`src/chbf_pkg.sv`:
```
`timescale 1ns / 1ps
// ----------------------------------------------------------------------------
// Chunked body framer package
// Phase codes, byte kind codes, character constants and the hex digit decoder
// shared by the chunked body framer.
// ----------------------------------------------------------------------------
package chbf_pkg;

    typedef enum logic [1:0] {
        PH_SIZE = 2'd0,
        PH_DATA = 2'd1,
        PH_PAIR = 2'd2
    } phase_t;

    localparam logic [1:0] KIND_SIZE = 2'd0;
    localparam logic [1:0] KIND_DATA = 2'd1;
    localparam logic [1:0] KIND_PAIR = 2'd2;

    localparam logic [7:0] CH_CR    = 8'h0D;
    localparam logic [7:0] CH_LF    = 8'h0A;
    localparam logic [7:0] CH_SPACE = 8'h20;
    localparam logic [7:0] CH_TAB   = 8'h09;

    localparam int CHUNK_SIZE_W = 32;

    typedef struct packed {
        logic       hit;
        logic [3:0] value;
    } hex_digit_t;

    function automatic hex_digit_t hex_decode(input logic [7:0] c);
        hex_digit_t d;
        d.hit   = 1'b0;
        d.value = 4'd0;
        if (c >= 8'h30 && c <= 8'h39)
        begin
            d.hit   = 1'b1;
            d.value = 4'(c - 8'h30);
        end
        else if (c >= 8'h61 && c <= 8'h66)
        begin
            d.hit   = 1'b1;
            d.value = 4'(c - 8'h57);
        end
        else if (c >= 8'h41 && c <= 8'h46)
        begin
            d.hit   = 1'b1;
            d.value = 4'(c - 8'h37);
        end
        return d;
    endfunction

endpackage

```
`src/http_chunked_body_framer_core.sv`:
```
`timescale 1ns / 1ps
// ----------------------------------------------------------------------------
// HTTP chunked body framer
// Tags each byte of a chunked message body as size-line, chunk data or
// trailing pair byte, and reports the parsed chunk size at the end of each
// size line.
// ----------------------------------------------------------------------------
// The block takes one byte in every clock cycle while the downstream side is
// ready and delivers its tagged copy in the next cycle from a single output
// register; the whole per-byte parse (hex accumulation, byte counting, phase
// update) is done in the cycle in which the byte is accepted, so sustained
// throughput is one byte per cycle whenever the downstream side is ready.
module http_chunked_body_framer_core #(
    parameter int SIZE_BITS = 32
) (
    input  logic        clk,
    input  logic        rst_n,
    input  logic        s_axis_tvalid,
    output logic        s_axis_tready,
    input  logic [7:0]  s_axis_tdata,   // [7:0] data_byte
    output logic        m_axis_tvalid,
    input  logic        m_axis_tready,
    output logic [39:0] m_axis_tdata,   // [7:0] byte_out, [39:8] chunk_size
    output logic [3:0]  m_axis_tuser,   // [1:0] byte_kind, [2] size_valid,
                                        // [3] size_overflow
    output logic        m_axis_tlast    // body_end
);
    import chbf_pkg::*;

    localparam int CNT_W = SIZE_BITS + 1;

    phase_t               phase_reg, phase_next;
    logic [SIZE_BITS-1:0] hex_accum_reg, hex_accum_next;
    logic                 seen_digit_reg, seen_digit_next;
    logic                 digits_closed_reg, digits_closed_next;
    logic                 prev_was_cr_reg, prev_was_cr_next;
    logic [CNT_W-1:0]     bytes_left_reg, bytes_left_next;
    logic                 overflow_seen_reg, overflow_seen_next;
    logic                 final_chunk_reg, final_chunk_next;

    logic                 out_valid_reg;
    logic [39:0]          out_data_reg, out_data_next;
    logic [3:0]           out_user_reg, out_user_next;
    logic                 out_last_reg, out_last_next;

    logic                 in_fire;
    logic                 data_mode;
    logic [CNT_W-1:0]     bytes_dec;
    logic [CNT_W-1:0]     size_plus2;
    logic                 size_zero;
    logic [63:0]          accum_wide;
    hex_digit_t           digit;
    logic                 accum_sat;
    logic [7:0]           c;

    assign s_axis_tready = !out_valid_reg || m_axis_tready;
    assign in_fire       = s_axis_tvalid && s_axis_tready;

    assign c          = s_axis_tdata;
    assign data_mode  = (phase_reg == PH_DATA || phase_reg == PH_PAIR) &&
                        (bytes_left_reg != '0);
    assign bytes_dec  = bytes_left_reg - CNT_W'(1);
    assign size_plus2 = {1'b0, hex_accum_reg} + CNT_W'(2);
    assign size_zero  = (hex_accum_reg == '0);
    assign accum_wide = 64'(hex_accum_reg);
    assign digit      = hex_decode(c);
    assign accum_sat  = |hex_accum_reg[SIZE_BITS-1 -: 4];

    always_comb
    begin
        phase_next         = phase_reg;
        hex_accum_next     = hex_accum_reg;
        seen_digit_next    = seen_digit_reg;
        digits_closed_next = digits_closed_reg;
        prev_was_cr_next   = prev_was_cr_reg;
        bytes_left_next    = bytes_left_reg;
        overflow_seen_next = overflow_seen_reg;
        final_chunk_next   = final_chunk_reg;
        out_data_next      = {32'd0, c};
        out_user_next      = {2'b00, KIND_SIZE};
        out_last_next      = 1'b0;

        if (data_mode)
        begin
            out_user_next[1:0] = (bytes_left_reg > CNT_W'(2)) ? KIND_DATA : KIND_PAIR;
            bytes_left_next    = bytes_dec;
            prev_was_cr_next   = (c == CH_CR);
            if (bytes_dec == '0)
            begin
                phase_next = PH_SIZE;
                if (final_chunk_reg)
                begin
                    out_last_next    = 1'b1;
                    final_chunk_next = 1'b0;
                    prev_was_cr_next = 1'b0;
                end
            end
            else
            begin
                phase_next = (bytes_dec > CNT_W'(2)) ? PH_DATA : PH_PAIR;
            end
        end
        else
        begin
            phase_next = PH_SIZE;
            if (c == CH_LF && prev_was_cr_reg)
            begin
                out_user_next[2]    = 1'b1;
                out_user_next[3]    = overflow_seen_reg;
                out_data_next[39:8] = accum_wide[CHUNK_SIZE_W-1:0];
                bytes_left_next     = size_plus2;
                final_chunk_next    = size_zero;
                phase_next          = size_zero ? PH_PAIR : PH_DATA;
                hex_accum_next      = '0;
                seen_digit_next     = 1'b0;
                digits_closed_next  = 1'b0;
                overflow_seen_next  = 1'b0;
            end
            else if (!digits_closed_reg)
            begin
                if (digit.hit)
                begin
                    seen_digit_next = 1'b1;
                    if (accum_sat)
                    begin
                        hex_accum_next     = '1;
                        overflow_seen_next = 1'b1;
                    end
                    else
                    begin
                        hex_accum_next = {hex_accum_reg[SIZE_BITS-5:0], digit.value};
                    end
                end
                else if (!seen_digit_reg && (c == CH_SPACE || c == CH_TAB))
                begin
                    hex_accum_next = hex_accum_reg;
                end
                else
                begin
                    digits_closed_next = 1'b1;
                end
            end
            prev_was_cr_next = (c == CH_CR);
        end
    end

    always_ff @(posedge clk or negedge rst_n)
    begin
        if (!rst_n)
        begin
            phase_reg         <= PH_SIZE;
            hex_accum_reg     <= '0;
            seen_digit_reg    <= 1'b0;
            digits_closed_reg <= 1'b0;
            prev_was_cr_reg   <= 1'b0;
            bytes_left_reg    <= '0;
            overflow_seen_reg <= 1'b0;
            final_chunk_reg   <= 1'b0;
            out_valid_reg     <= 1'b0;
        end
        else
        begin
            if (in_fire)
            begin
                phase_reg         <= phase_next;
                hex_accum_reg     <= hex_accum_next;
                seen_digit_reg    <= seen_digit_next;
                digits_closed_reg <= digits_closed_next;
                prev_was_cr_reg   <= prev_was_cr_next;
                bytes_left_reg    <= bytes_left_next;
                overflow_seen_reg <= overflow_seen_next;
                final_chunk_reg   <= final_chunk_next;
                out_valid_reg     <= 1'b1;
            end
            else if (m_axis_tready)
            begin
                out_valid_reg <= 1'b0;
            end
        end
    end

    always_ff @(posedge clk)
    begin
        if (in_fire)
        begin
            out_data_reg <= out_data_next;
            out_user_reg <= out_user_next;
            out_last_reg <= out_last_next;
        end
    end

    assign m_axis_tvalid = out_valid_reg;
    assign m_axis_tdata  = out_data_reg;
    assign m_axis_tuser  = out_user_reg;
    assign m_axis_tlast  = out_last_reg;

    // A size line result is always tagged as a size-line byte.
    assert property (@(posedge clk) disable iff (!rst_n)
        m_axis_tvalid && m_axis_tuser[2] |-> m_axis_tuser[1:0] == KIND_SIZE)
        else $error("size line end not tagged as size-line byte");

    // The end of the body falls on a trailing pair byte.
    assert property (@(posedge clk) disable iff (!rst_n)
        m_axis_tvalid && m_axis_tlast |-> m_axis_tuser[1:0] == KIND_PAIR)
        else $error("body end outside the trailing pair");

    // The data phase always has more than the trailing pair left to count.
    assert property (@(posedge clk) disable iff (!rst_n)
        phase_reg == PH_DATA |-> bytes_left_reg > CNT_W'(2))
        else $error("data phase with too few bytes left");

    // The trailing pair phase has one or two bytes left.
    assert property (@(posedge clk) disable iff (!rst_n)
        phase_reg == PH_PAIR |-> bytes_left_reg != '0 && bytes_left_reg <= CNT_W'(2))
        else $error("pair phase with a bad byte count");

    // Every accepted byte shows up at the output register.
    assert property (@(posedge clk) disable iff (!rst_n)
        in_fire |=> m_axis_tvalid)
        else $error("accepted byte lost");

endmodule
```
`config.mk`:
```
export PLATFORM = sky130hd
export DESIGN_NAME = http_chunked_body_framer_core
export DESIGN_NICKNAME = d
export VERILOG_FILES = /design/src/chbf_pkg.sv /design/src/http_chunked_body_framer_core.sv
export SDC_FILE = /design/constraint.sdc
export NUM_CORES = 1
export LEC_CHECK = 0
export BUFFER_PORTS_ARGS = -buffer_cell sky130_fd_sc_hd__buf_2
export CAP_MARGIN = 0
export CELL_PAD_IN_SITES_DETAIL_PLACEMENT = 1
export CELL_PAD_IN_SITES_GLOBAL_PLACEMENT = 1
export CORE_ASPECT_RATIO = 1.5
export CORE_MARGIN = 3
export CORE_UTILIZATION = 50
export DETAILED_ROUTE_END_ITERATION = 6
export GPL_TIMING_DRIVEN = 0
export PLACE_DENSITY_LB_ADDON = 0.1
export SKIP_CTS_REPAIR_TIMING = 1
export SLEW_MARGIN = 20
export SYNTH_ARGS = -nofsm -noshare
export SYNTH_HDL_FRONTEND = slang
export SYNTH_SLANG_ARGS = --single-unit
```
`constraint.sdc`:
```
create_clock -name clk -period 5.62 [get_ports clk]
set_clock_uncertainty 0.2 [all_clocks]
set_input_delay 1.405 -clock clk [delete_from_list [all_inputs] [get_ports clk]]
set_output_delay 1.405 -clock clk [all_outputs]
set_load 0.02 [all_outputs]
```
==> results of run 1 <==
## cell type report
type	instances	area (sq um)	area share, %
sequential	118	3180	39.8
multi-input combinational	555	3320	41.7
timing repair buffer	60	340	4.27
inverter	12	45.0	0.565
buffer	66	283	3.55
clock inverter	14	166	2.09
tap	159	199	2.49
clock buffer	18	439	5.51
## cell usage after synthesis (3+ instances only)
| cell type | number | share of area, % |
|---|---|---|
| a2111oi_0 | 3 | 0.39 |
| a211oi_1 | 3 | 0.33 |
| a21oi_1 | 32 | 2.3 |
| a22o_1 | 7 | 0.90 |
| a22oi_1 | 3 | 0.33 |
| a31oi_1 | 5 | 0.46 |
| and3_1 | 42 | 3.9 |
| and4_1 | 6 | 0.77 |
| buf_2 | 10 | 0.73 |
| buf_6 | 3 | 0.50 |
| clkbuf_1 | 53 | 2.9 |
| dfrtp_1 | 73 | 27 |
| edfxtp_1 | 45 | 20 |
| ha_1 | 9 | 1.7 |
| inv_1 | 12 | 0.66 |
| nand2_1 | 69 | 3.8 |
| nand2b_1 | 3 | 0.28 |
| nand3_1 | 25 | 1.8 |
| nand4_1 | 17 | 1.6 |
| nor2_1 | 47 | 2.6 |
| nor3_1 | 27 | 2.0 |
| nor3b_1 | 5 | 0.55 |
| nor4_1 | 29 | 2.7 |
| nor4b_1 | 4 | 0.51 |
| o21a_1 | 3 | 0.33 |
| o21ai_0 | 108 | 7.9 |
| o21ai_1 | 3 | 0.22 |
| o22a_1 | 6 | 0.77 |
| o31a_1 | 7 | 0.90 |
| o31ai_1 | 4 | 0.44 |
| or2_2 | 3 | 0.28 |
| or3_1 | 8 | 0.73 |
| or4_1 | 8 | 0.88 |
| xnor2_1 | 21 | 2.7 |
| xor2_1 | 13 | 1.7 |
## layout by cell type, fill, tap and decap left out, types with 4 or more instances in the layout
cell / Yosys / final
inv_1: 12 / 11
nand2_1: 69 / 69
ha_1: 9 / 9
clkbuf_16: 0 / 17
nand4_1: 17 / 17
xor2_1: 13 / 13
o31ai_1: 4 / 4
nor4_1: 29 / 28
nor3_1: 27 / 27
o31a_1: 7 / 7
nand3_1: 25 / 25
buf_2: 10 / 67
a21oi_1: 32 / 32
nor4b_1: 4 / 4
or3_1: 8 / 8
or4_1: 8 / 8
inv_6: 0 / 4
clkbuf_1: 53 / 53
nor3b_1: 5 / 4
o22a_1: 6 / 6
nor2_1: 47 / 47
edfxtp_1: 45 / 45
a31oi_1: 5 / 5
dfrtp_1: 73 / 73
and4_1: 6 / 6
o21ai_0: 108 / 108
xnor2_1: 21 / 21
and3_1: 42 / 42
a22o_1: 7 / 7
## cell families after synthesis
kind of cell    after synthesis  synth area share, %
xor+xnor                     34                 4.37
flops                       118                 46.6
simple gates                307                 24.1
buf+inv                      78                 4.81
fa+ha+maj                     9                 1.65
compound gates              205                 18.4
## path summary, 6_finish.rpt
path / start / end / slack, ns
min reg2reg: seen_digit_reg / seen_digit_reg / 0.33
min: seen_digit_reg / seen_digit_reg / 0.33
max reg2reg: bytes_left_reg[0] / m_axis_tlast / 1.45
max in group asynchronous: rst_n / hex_accum_reg[26] / 3.97
min in group asynchronous: rst_n / bytes_left_reg[26] / 0.66
max: s_axis_tdata[1] / hex_accum_reg[18] / 1.23
## critical path: stages
cell,delay [ns]
buf_2,0.14
inv_1,0.08
ha_1,0.23
o21bai_1,0.09
a2111oi_1,0.94
nor2_1,0.21
o21ai_0,0.35
nand2_1,0.17
buf_2,0.22
clkbuf_1,0.28
nand2_1,0.19
o21ai_0,0.15
## power groups by stage
stage | clock (uW) | combinational, uW | sequential, uW
after detailed placement | 0 | 1150 | 1160
final | 1160 | 1190 | 1160
after floorplan | 0 | 763 | 1140
after global placement | 0 | 1110 | 1150
after global routing | 1190 | 1290 | 1170
after CTS | 1150 | 1170 | 1150
## metal layers
metal	global-route usage, %	vias up	routed length [microns]
met1	43.7	3396	9880
met2	63.5	322	13800
met5	0	-	0
li1	-	2956	-
met4	22.4	0	1800
met3	6.97	136	1710
## stage by stage
| step | total power, uW | worst slack, ns | cells | utilization [%] | hold slack [ns] |
|---|---|---|---|---|---|
| 4_1_cts | 3470 | 1.06 | 1002 | 60.6 | 0.326 |
| 6_report | 3500 | 1.23 | 1002 | 60.7 | 0.331 |
| 5_1_grt | 3650 | 1.07 | 1002 | 60.7 | 0.349 |
| 2_1_floorplan | 1900 | 1.59 | 751 | - | 0.257 |
| 3_3_place_gp | 2260 | 0.847 | 968 | 55.6 | 0.275 |
| 3_5_place_dp | 2310 | 1.03 | 970 | 56.0 | 0.288 |
==> impl_metrics.csv, run 1 <==
group,metric,value,unit
status,outcome,"finished, final reports clean",
clock_network,clk_latency,0.44,ns
cells_and_area,fillers,1536,
floorplan,start_util,51.9,%
route,first_pass_iters,5,
sta,slew_headroom,23.9,%
global_route,grt_max_degree,55,
hold_path,hold_class,"reg2reg",
power_and_ir_drop,pwr_density_cell,439,mW/mm^2
power_and_ir_drop,power_switching_share,41.0,%
cells_and_area,drive_gt1_share,14.4,%
cells_and_area,diodes,0,
sta,fin_setup_tns,0,ns
floorplan,die_w,101,microns
logic_synthesis,syn_area,0.00682,sq mm
floorplan,fp-row-count,51,
clock_network,htreeDepth,4,
clock_network,cts_tree,"yes",
power_and_ir_drop,pwr-share-clk,33.1,%
global_route,grt-ovfl-total,0,
sta,worst_pin_slew,1.14,ns
sta,fin_crit_sh,78.1,%
logic_synthesis,synth.distinct_cells,62,
global_route,grt_usage,37.6,%
power_and_ir_drop,ir_worst_vdd,0.331,mV
critical_path,worstPathArrival,4.46,ns
critical_path,required,5.69,ns
power_and_ir_drop,net-switching-power,1440,uW
floorplan,dieArea,0.0151,sq mm
logic_synthesis,ys_seq_elements,118,
critical_path,end_kind,"register",
route,post_drt_via_cell_ratio,6.80,
logic_synthesis,syn_inst,751,
sta,timing.fmax,228,MHz
clock_network,clockRootBuffer,"clkbuf_16",
logic_synthesis,yosysWarnings,0,
global_route,first_global_vias,7380,
route,avgRoutedWirePerCell,27.1,microns
route,vias,6810,
route,drt-initial-drc-count,462,
clock_network,cts_inserted_buffers,17,
logic_synthesis,avgSynthCellArea,9.08,sq um
cells_and_area,fin_nets,851,
power_and_ir_drop,internal_power,2070,uW
logic_synthesis,synth-edff-count,45,
flow_run,maxCapViolCount,0,
sta,setup_viol,0,
logic_synthesis,ys.flop_type,"dfrtp_1",
power_and_ir_drop,power_frac_seq,33.0,%
clock_network,clock-sinks,118,
clock_network,clockBufferDepth,2,
critical_path,startpoint_type,"primary input",
floorplan,coreArea,0.0131,sq mm
sta,drv_slew,0,
sta,fin_crit,4.39,ns
clock_network,clkTransAtPathRegs,0.06,ns
critical_path,rr_worst_depth,9,
critical_path,crit_type,"in2reg",
route,drt-total-wl,27200,microns
power_and_ir_drop,power_frac_comb,33.9,%
power_and_ir_drop,leakage,0.00320,uW
critical_path,path_max_fanout,10,
sta,hold_violations,0,
placement,place_area,0.00736,sq mm
cells_and_area,syn_to_final_growth,17.0,%
logic_synthesis,async_reset_ff_share,61.9,%
placement,port_buffers,58,
hold_path,hold_path_depth,2,
global_route,antenna_found_initial,0,
logic_synthesis,ys_seq_area_share,46.6,%
floorplan,ios,59,
route,drc,0,
global_route,grt_pass1_wl,42800,microns
logic_synthesis,synth_nets,772,
placement,dpl.hpwl,18300,microns
placement,gp_congestion,0.941,
route,antenna_left,0,
cells_and_area,postLayoutCellArea,0.00798,sq mm
sta,rsz0062_at_grt,"no",
cells_and_area,largest_reg_flops,40,
floorplan,die_h,149,microns
Power figures use the tool's default switching activity.
==> run 2: changes to the inputs <==
ABC_AREA = 1   (was unset)
CORE_UTILIZATION = 41   (was 50)
clock period = 3.8 ns   (was 5.62 ns; I/O delays follow)
==> impl_metrics.csv, run 2 <==
group,metric,value,unit
placement,place_area,0.00771,sq mm
logic_synthesis,synth_area_leader_cell,"dfrtp_1",
logic_synthesis,synth_nets,937,
route,vias,6589,
clock_network,clockRootBuffer,"clkbuf_16",
route,post_drt_via_cell_ratio,5.41,
hold_path,hold_class,"in2async",
clock_network,clock-sinks,118,
floorplan,ios,59,
logic_synthesis,syn_inst,916,
floorplan,start_util,42.1,%
logic_synthesis,yosysMostFrequentCell,"nor2_1",
sta,fin_crit_sh,93.5,%
cells_and_area,diodes,0,
route,avgRoutedWirePerCell,19.8,microns
global_route,antenna_found_initial,0,
cells_and_area,fillers,2133,
global_route,grt-ovfl-total,0,
placement,port_buffers,58,
power_and_ir_drop,pwr_density_cell,712,mW/mm^2
route,antenna_left,0,
cells_and_area,syn_to_final_growth,16.3,%
logic_synthesis,synth_top_area_share,25.7,%
logic_synthesis,ys.flop_type,"dfrtp_1",
clock_network,cts_inserted_buffers,17,
critical_path,startpoint_type,"register",
clock_network,clkTransAtPathRegs,0.07,ns
sta,setup_viol,0,
clock_network,cts_tree,"yes",
cells_and_area,fin_nets,1016,
logic_synthesis,ys_seq_area_share,44.7,%
critical_path,required,3.91,ns
global_route,grt_usage,26.4,%
logic_synthesis,yosys-top-cells-count,"185 x nor2_1, 176 x nand2_1, 113 x inv_1",
sta,rsz0062_at_grt,"no",
sta,drv_slew,0,
route,drc,0,
clock_network,clockBufferDepth,2,
floorplan,dieArea,0.0190,sq mm
logic_synthesis,synth.distinct_cells,39,
logic_synthesis,synth-edff-count,45,
logic_synthesis,syn_area,0.00711,sq mm
cells_and_area,drive_gt1_share,14.6,%
floorplan,fp-row-count,58,
sta,hold_violations,0,
global_route,grt_max_degree,41,
route,drt-total-wl,24100,microns
floorplan,die_h,167,microns
critical_path,worstPathArrival,3.66,ns
cells_and_area,postLayoutCellArea,0.00827,sq mm
status,outcome,"finished, final reports clean",
power_and_ir_drop,ir_worst_vdd,0.318,mV
clock_network,clk_latency,0.42,ns
cells_and_area,final_util,48.9,%
route,first_pass_iters,4,
critical_path,end_kind,"register",
logic_synthesis,async_reset_ff_share,61.9,%
flow_run,maxCapViolCount,0,
floorplan,die_w,114,microns
cells_and_area,layout_commonest_cell,"nor2_1",
clock_network,htreeDepth,4,
logic_synthesis,yosysWarnings,0,
logic_synthesis,synth_area_leaders,"dfrtp_1 26%, edfxtp_1 19%, nor2_1 9.8%, nand2_1 9.3%, inv_1 6.0%",
sta,timing.fmax,282,MHz
power_and_ir_drop,leakage,0.00381,uW
global_route,grt_pass1_wl,38400,microns
sta,fin_crit,3.55,ns
critical_path,path_max_fanout,8,
sta,slew_headroom,50.2,%
logic_synthesis,avgSynthCellArea,7.76,sq um
route,drt-initial-drc-count,222,
placement,gp_congestion,0.875,
cells_and_area,largest_reg_flops,40,
sta,worst_pin_slew,0.740,ns
logic_synthesis,ys_seq_elements,118,
placement,dpl.hpwl,18800,microns
floorplan,coreArea,0.0169,sq mm
critical_path,crit_type,"reg2reg",
global_route,first_global_vias,7110,
cells_and_area,final_cell_mix,"185 x nor2_1, 176 x nand2_1, 112 x inv_1",
run 2: worst max-delay path: stages (launching register included):
cell and delay (ns):
dfrtp_1 0.42, inv_1 0.20, ha_1 0.30, nand2_2 0.14, nor2_1 0.56, nand2_1 0.15, a21oi_1 0.32, nand4_1 0.19
a21oi_1 0.19, nand3_1 0.11, nor2_1 0.27, nand3_1 0.24, nand2_1 0.11, nand2_1 0.05
run 2: layout make-up:
| class | instances | area (sq um) | area share, % |
|---|---|---|---|
| buffer | 25 | 130 | 1.57 |
| sequential | 118 | 3180 | 38.4 |
| inverter | 116 | 435 | 5.26 |
| clock buffer | 18 | 439 | 5.31 |
| timing repair buffer | 60 | 340 | 4.11 |
| tap | 210 | 263 | 3.18 |
| multi-input combinational | 657 | 3370 | 40.7 |
| clock inverter | 14 | 118 | 1.42 |
run 2: final timing paths:
check	start	endpoint	slack (ns)	cells past startpoint
worst max register to register	bytes_left_reg[0]	prev_was_cr_reg	0.25	13
worst min-delay path	rst_n	bytes_left_reg[5]	0.28	1
worst min register to register	prev_was_cr_reg	prev_was_cr_reg	0.30	2
max in group asynchronous	rst_n	bytes_left_reg[27]	2.51	2
min in group clk	prev_was_cr_reg	prev_was_cr_reg	0.30	2
worst max-delay path	bytes_left_reg[0]	prev_was_cr_reg	0.25	13
run 2: per-layer routing:
layer | GRT usage (%) | vias up | share of wire [%]
met5 | 0 | - | 0
met4 | 12.0 | 0 | 4.2
met3 | 3.00 | 54 | 2.4
met2 | 48.2 | 127 | 53
met1 | 30.2 | 3220 | 40
li1 | - | 3188 | -
run 2: logic make-up after synthesis:
| group | after synthesis | share of synthesized area [%] |
|---|---|---|
| simple gates | 483 | 29.0 |
| buf+inv | 141 | 7.95 |
| compound gates | 136 | 13.2 |
| flops | 118 | 44.7 |
| xor+xnor | 29 | 3.57 |
| fa+ha+maj | 9 | 1.58 |
run 2: report_power, final:
part / switching, uW / internal [uW] / total [uW]
registers: 319 / 1610 / 1930
logic: 1700 / 719 / 2420
clock network: 672 / 870 / 1540
run 2: through the flow:
stage          setup TNS [ns]  total power, uW  hold WS (ns)  worst slack, ns  instances
2_1_floorplan               0             3530         0.241            0.226        916
6_report                    0             5890         0.284            0.248       1218
4_1_cts                     0             5910         0.291            0.225       1218
3_3_place_gp           -15.28             4300         0.269           -0.479       1184
5_1_grt                     0             6310         0.316           0.0498       1218
3_5_place_dp                0             4350         0.279           0.0753       1186
